===== src/hdl/nobs_pkg.sv =====
package nobs_pkg;

  localparam int MAX_OBJECTS = 64;
  localparam int IDX_W       = $clog2(MAX_OBJECTS);
  localparam int COUNT_W     = 7;
  localparam int CRD_W       = 16;
  localparam int CFG_W       = 16;
  localparam int CFG_IDX_W   = 2;
  localparam int REC_W       = 4 * CRD_W + 1;

  localparam logic [CFG_W-1:0] REACH_SCALE_RST = 16'd4096;
  localparam logic             SKIP_BG_RST     = 1'b0;
  localparam logic             INC_STATIC_RST  = 1'b0;
  localparam logic             ABS_OFFS_RST    = 1'b1;

  typedef enum logic {
    CMD_WRITE = 1'b0,
    CMD_QUERY = 1'b1
  } cmd_t;

  typedef enum logic [CFG_IDX_W-1:0] {
    CFG_REACH_SCALE = 2'd0,
    CFG_SKIP_BG     = 2'd1,
    CFG_INC_STATIC  = 2'd2,
    CFG_ABS_OFFS    = 2'd3
  } cfg_idx_t;

  typedef enum logic [2:0] {
    ST_IDLE,
    ST_SUBJ_RD,
    ST_SUBJ_LD,
    ST_SCAN,
    ST_DRAIN,
    ST_DIV_GO,
    ST_DIV_WAIT,
    ST_FINISH
  } state_t;

  typedef struct packed {
    logic             ram_we;
    logic [IDX_W-1:0] rd_addr;
    logic             issue;
    logic             subj_load;
    logic             clear_best;
    logic             div_start;
    logic             load_out;
  } dp_cmd_t;

  typedef struct packed {
    logic pipe_busy;
    logic div_busy;
    logic have;
  } dp_stat_t;

endpackage


===== src/hdl/nobs_ctrl.sv =====
module nobs_ctrl (
  input  logic                          clk,
  input  logic                          rst,
  input  logic                          in_valid,
  output logic                          in_stall,
  input  logic                          cmd,
  input  logic [nobs_pkg::IDX_W-1:0]    slot,
  input  logic [nobs_pkg::COUNT_W-1:0]  object_count,
  output logic                          out_valid,
  input  logic                          out_stall,
  input  logic                          skip_background,
  input  logic                          absolute_offsets,
  input  nobs_pkg::dp_stat_t            stat,
  output nobs_pkg::dp_cmd_t             ctl
);

  import nobs_pkg::*;

  state_t             state, state_next;
  logic [IDX_W-1:0]   q_slot;
  logic [COUNT_W-1:0] q_cnt;
  logic [COUNT_W-1:0] j, j_next;
  logic               accept;
  logic               skip;
  logic               out_free;

  assign accept   = in_valid && (state == ST_IDLE);
  assign skip     = (j[IDX_W-1:0] == q_slot) || (skip_background && j == '0);
  assign out_free = !out_valid || !out_stall;
  assign in_stall = (state != ST_IDLE);

  always_ff @(posedge clk) begin
    if (rst) begin
      state <= ST_IDLE;
    end else begin
      state <= state_next;
    end
  end

  always_ff @(posedge clk) begin
    j <= j_next;
    if (accept && cmd == CMD_QUERY) begin
      q_slot <= slot;
      q_cnt  <= (object_count > COUNT_W'(MAX_OBJECTS)) ? COUNT_W'(MAX_OBJECTS)
                                                        : object_count;
    end
  end

  always_ff @(posedge clk) begin
    if (rst) begin
      out_valid <= 1'b0;
    end else if (ctl.load_out) begin
      out_valid <= 1'b1;
    end else if (!out_stall) begin
      out_valid <= 1'b0;
    end
  end

  always_comb begin
    state_next     = state;
    j_next         = j;
    ctl            = '0;
    ctl.rd_addr    = q_slot;
    ctl.ram_we     = accept && cmd == CMD_WRITE;
    unique case (state)
      ST_IDLE: begin
        if (accept && cmd == CMD_QUERY) begin
          state_next = ST_SUBJ_RD;
        end
      end
      ST_SUBJ_RD: begin
        ctl.clear_best = 1'b1;
        state_next     = ST_SUBJ_LD;
      end
      ST_SUBJ_LD: begin
        ctl.subj_load = 1'b1;
        j_next        = '0;
        state_next    = (q_cnt == '0) ? ST_DRAIN : ST_SCAN;
      end
      ST_SCAN: begin
        ctl.rd_addr = j[IDX_W-1:0];
        ctl.issue   = !skip;
        j_next      = COUNT_W'(j + 1'b1);
        if (COUNT_W'(j + 1'b1) == q_cnt) begin
          state_next = ST_DRAIN;
        end
      end
      ST_DRAIN: begin
        if (!stat.pipe_busy) begin
          state_next = (stat.have && !absolute_offsets) ? ST_DIV_GO : ST_FINISH;
        end
      end
      ST_DIV_GO: begin
        ctl.div_start = 1'b1;
        state_next    = ST_DIV_WAIT;
      end
      ST_DIV_WAIT: begin
        if (!stat.div_busy) begin
          state_next = ST_FINISH;
        end
      end
      ST_FINISH: begin
        // hold the result until the output register frees up
        if (out_free) begin
          ctl.load_out = 1'b1;
          state_next   = ST_IDLE;
        end
      end
      default: begin
        state_next = ST_IDLE;
      end
    endcase
  end

  a_scan_in_range: assert property (@(posedge clk) disable iff (rst)
    (state == ST_SCAN) |-> (j < q_cnt))
    else $error("scan index past object count");

  a_query_starts: assert property (@(posedge clk) disable iff (rst)
    (in_valid && !in_stall && cmd == CMD_QUERY) |=> (state == ST_SUBJ_RD))
    else $error("accepted query did not start subject read");

  a_write_stays_idle: assert property (@(posedge clk) disable iff (rst)
    (in_valid && !in_stall && cmd == CMD_WRITE) |=> (state == ST_IDLE))
    else $error("write request left the idle state");

  a_finish_delivers: assert property (@(posedge clk) disable iff (rst)
    (state == ST_FINISH && out_free) |=> out_valid)
    else $error("finished query produced no result");

endmodule


===== config.mk =====
export PLATFORM = sky130hd
export DESIGN_NAME = nobs_ctrl
export DESIGN_NICKNAME = d
export VERILOG_FILES = /design/src/hdl/nobs_pkg.sv /design/src/hdl/nobs_ctrl.sv
export SDC_FILE = /design/constraint.sdc
export NUM_CORES = 1
export LEC_CHECK = 0
export BUFFER_PORTS_ARGS = -buffer_cell sky130_fd_sc_hd__buf_4
export CORE_MARGIN = 8
export CORE_UTILIZATION = 55
export CTS_BUF_LIST = sky130_fd_sc_hd__clkbuf_8
export DETAILED_ROUTE_END_ITERATION = 8
export PLACE_DENSITY = 0.82
export SLEW_MARGIN = 25
export SYNTH_ARGS = -nofsm -noshare
export SYNTH_HDL_FRONTEND = slang
export SYNTH_SLANG_ARGS = --single-unit

===== constraint.sdc =====
create_clock -name clk -period 2.6 [get_ports clk]
set_input_delay 0.13 -clock clk [delete_from_list [all_inputs] [get_ports clk]]
set_output_delay 0.13 -clock clk [all_outputs]
set_load 0.02 [all_outputs]

# After elaboration in Yosys (flattened, before gate mapping)
# Cells that the tools add are included.
# Widths: inputs -> output; s select.
dict set report word_totals {
  reg_bits 24
  inputBits 23
  out_inout_bits 14
  word_cells 57
}
dict set report op_classes {
  n_addsub 1
  magnitude_cmp 1
  eq_ne 15
  mux 17
  bitwise 1
  n_reduce_logical 17
}
# operator n
set op_table {}
lappend op_table {{$pmux 3 s8} 1}
lappend op_table {{$mux 3} 6}
lappend op_table {{$logic_not 7->1} 2}
lappend op_table {{$pmux 7 s2} 1}
lappend op_table {{$eq 3x3->1 const B} 4}
lappend op_table {{$ne 2x2->1 const B} 4}
lappend op_table {{$add 7x1->7 const B} 1}
lappend op_table {{$eq 7x7->1} 1}
lappend op_table {{$gt 7x7->1 const B} 1}
lappend op_table {{$mux 1} 7}
lappend op_table {{$mux 7} 1}
lappend op_table {{$eq 3x2->1 const B} 2}
lappend op_table {{$eq 6x6->1} 1}
lappend op_table {{$logic_and 1x1->1} 5}
lappend op_table {{$reduce_and 5->1} 1}
lappend op_table {{$logic_not 1->1} 4}
lappend op_table {{$ne 2x1->1 const B} 2}
lappend op_table {{$eq 3x1->1 const B} 1}
lappend op_table {{$logic_not 3->1} 1}
lappend op_table {{$reduce_bool 3->1} 1}
lappend op_table {{$logic_or 1x1->1} 2}
lappend op_table {{$mux 2} 1}
lappend op_table {{$reduce_bool 2->1} 1}
lappend op_table {{$not 1->1} 1}

# Depth between registers and ports, before layout
dict set report depth {
  word_depth 5
  depth_mapped 7
  mapped_depth_nobuf 7
}

# Worst setup path after synthesis
# OpenSTA, ideal clock, no wires.
dict set report synth_path {
  kind {register to register}
  startpoint {register j[0]}
  endpoint {register state[1]}
  setup_time_ps 121
  arrival_ps 1820
  required_time_ps 2479
  path_slack_ps 659
  stages_incl_launch_ff 8
  path_buffers 0
  period_less_slack_ps 1941
  path_cell_list {edfxtp_1 inv_1 ha_1 xor2_1 nor4_2 and4_4 o21bai_2 mux2_4}
}
dict set report synth_via {
  elab_chain_len 4
}
# element line_no
set synth_lines {}
lappend synth_lines {{from (decl)} nobs_ctrl.sv:22} ;# logic [COUNT_W-1:0] j, j_next;
lappend synth_lines {{from (signal assigned)} nobs_ctrl.sv:41} ;# j <= j_next;
lappend synth_lines {{$add 7x1->7} nobs_ctrl.sv:84} ;# if (COUNT_W'(j + 1'b1) == q_cnt) begin
lappend synth_lines {{$eq 7x7->1} nobs_ctrl.sv:84}
lappend synth_lines {{$ne 2x2->1 (no line)} n/a}
lappend synth_lines {{$reduce_and 5->1 (no line)} n/a}
lappend synth_lines {{to (signal assigned)} nobs_ctrl.sv:36} ;# state <= state_next;
lappend synth_lines {{to (decl)} nobs_ctrl.sv:19} ;# state_t state, state_next;
# Every way passes these cells.
# A chain may end at the register's enable or synchronous reset.

# Final worst setup path
# Same ends and word-level chain as after synthesis.

==> flow_summary.ini <==
[pwr]
power_mw = 1.705
power_density_mw_per_mm2 = 941.2
p_leak_nw = 0.7368
vdd_drop_max_mv = 0.7878

[yosys]
synth_top_cell_area_share_pct = 40.89
synth_nets = 162
synth-seq-area-share_pct = 46.34
yosysUniqueCellTypes = 44
synth_area_mm2 = 0.001469
ys_ff_latch = 24
ys_async_sr_fraction_pct = 0
synth_area_leaders = edfxtp_1 (41%), dfxtp_1 (5.5%), xnor2_1 (5.4%)
synth_cells = 137
synth-main-ff-cell = edfxtp_1
synth-edff-count = 20
syn_avg_cell_area_um2 = 10.72
yosysTopAreaCell = edfxtp_1
yosysWarnings = 0

[timing]
fin_crit_sh_pct = 83.59
worst_slack_ns = 0.4266
finalSetupTns_ns = 0
worstMarginPinSlew_ns = 0.5794
hold_viol_final = 0
fmax_mhz = 460.1
setup_viol = 0
fin_crit_ns = 2.173
fin_skew_ns = 0.003303
timing.slew.headroom_pct = 61.14
slew_viol_final = 0
rsz0062_at_grt = no

[finish]
syn_to_final_growth_pct = 23.34
final_cell_mix = buf_4 (36), edfxtp_1 (20), nor2_1 (12), nand2_1 (10), xnor2_1 (9)
fin_nets = 195
final_common_cell = buf_4
layout-drive-gt1-share_pct = 28.99
fin_cells = 199
antenna_cells = 0
post-route-cell-area_mm2 = 0.001812

[worst_setup_path]
critPathMaxStageDelay_ns = 0.51
reg2reg_slack_ns = 0.43
cp.arrival_ns = 2.33
startpoint_type = flop
path_class = reg2reg
path_cells = inv_1 -> ha_1 -> xor2_1 -> nor4_2 -> and4_4 -> o21bai_2 -> mux2_4
cp_data_required_time_ns = 2.76
slowest_stage = edfxtp_1
worstSetupEndpointType = flop
cp_max_fo = 7

[drt]
drt_iter0_drc = 70
vias_per_cell = 5.668
first_pass_iters = 4
vias = 1128
post_drt_wl_per_cell_um = 16.42
drc = 0
route.final.wire_length_um = 3268
ant_nets = 0

[min_path]
min_path_type = in2reg

[global_route]
grt_util_all_layers_pct = 15.20
grt_overflow_total = 0
grt_max_degree = 20
antenna_found_initial = 0
grt_pass1_vias = 1168
grt_first_pass_wirelength_um = 5354

[floorplan]
pin_count = 37
core.rowCount = 18
die-area_mm2 = 0.004581
core_mm2 = 0.002500
die_x_um = 67.68
die_h_um = 67.68
initial_utilization_pct = 58.76

[place]
routabilityCongestion = 0.9003
dp_cells = 195
dp_hpwl_um = 2546
pre_cts_ws_ns = 0.4853
portBuffers = 36
place_area_mm2 = 0.001740

[cts]
cts-htree-levels = 1
post_cts_buffers = 0
cts_made_buffers = 3
clkTransAtPathRegs_ns = 0.08
cts.hold.buffers_added = 0
cts_buffer_depth = 2
ctsRootBufferMaster = clkbuf_8
ctsResizeCount = 0
cts.sinks = 24
insertion_delay_ns = 0.26
cts_tree = yes

[status]
status = finished, final reports clean

[run]
maxCapViolations = 0
[report_power, final]
group | switching, mW | internal (mW)
Combinational | 0.374 | 0.334
Sequential | 0.147 | 0.529
Clock | 0.115 | 0.206
[per-stage QoR]
stage	util [%]	hold WS (ns)
2_1_floorplan	-	0.1991
3_3_place_gp	69.62	0.3081
3_5_place_dp	69.62	0.3093
4_1_cts	72.47	0.03200
5_1_grt	72.47	0.01851
6_report	72.47	0.03404
[final cells by class]
class / count / area, um^2
Multi-Input combinational cell: 98 / 725.7
Tap cell: 30 / 37.54
Clock buffer: 3 / 41.29
Timing Repair Buffer: 36 / 270.3
Inverter: 7 / 26.28
Clock inverter: 1 / 30.03
Fill cell: 179 / 688.2
Sequential cell: 24 / 680.7
[synth_stat cells, drive strengths merged (2+ instances only)]
| library cell | n |
|---|---|
| and2 | 2 |
| edfxtp | 20 |
| ha | 2 |
| a21oi | 4 |
| inv | 7 |
| nor2b | 7 |
| nand2b | 3 |
| xnor2 | 9 |
| and3 | 2 |
| nor2 | 12 |
| clkbuf | 5 |
| nor4 | 2 |
| nand3 | 3 |
| nand2 | 11 |
| nand4 | 2 |
| mux2 | 4 |
| and4 | 2 |
| a31oi | 2 |
| nor3 | 3 |
| o21ai | 4 |
| xor2 | 7 |
| dfxtp | 4 |
| a211oi | 2 |
| a21o | 2 |
| buf | 3 |
[critical path: cells and delay by family (launching register included)]
kind	cells	cell delay, ns
xor gates and xnor gates	1	0.18
and+or+nand+nor	2	0.57
adders and majority gates	1	0.34
AOI/OAI and AO/OA	1	0.06
DFF	1	0.51
muxes	1	0.30
buffers and inverters	1	0.12
[path summary, 6_finish.rpt]
| path | from | to | depth (start not counted) |
|---|---|---|---|
| hold reg to reg | out_valid$_SDFFE_PP0P_ | out_valid$_SDFFE_PP0P_ | 2 |
| hold / removal | slot[0] | q_slot[0]$_DFFE_PP_ | 1 |
| setup / recovery | j[0]$_SDFFCE_PN0P_ | state[1]$_SDFFE_PP0P_ | 7 |
| setup reg to reg | j[0]$_SDFFCE_PN0P_ | state[1]$_SDFFE_PP0P_ | 7 |
[metal layers]
layer	track usage [%]	wire [um]	vias up	part of all wire, %
li1	-	-	543	-
met1	18.42	1321	538	40
met2	25.92	1678	41	51
met3	3.146	219	6	6.7
met4	5.483	48	0	1.5
met5	0	0	-	0
[sequential cells by signal, summed over array words and instances (netlist names)]
name,count
out_valid,1
state,3
j,7
q_slot,6
q_cnt,7
[kinds of logic after synthesis]
| logic type | Yosys count | share of synthesized area [%] |
|---|---|---|
| simple gates | 54 | 21.81 |
| flops | 24 | 46.34 |
| compound gates | 19 | 8.687 |
| xor+xnor | 18 | 13.20 |
| buf+inv | 15 | 4.260 |
| mux | 5 | 4.003 |
| fa+ha+maj | 2 | 1.703 |
(Power assumes the default switching activity.)
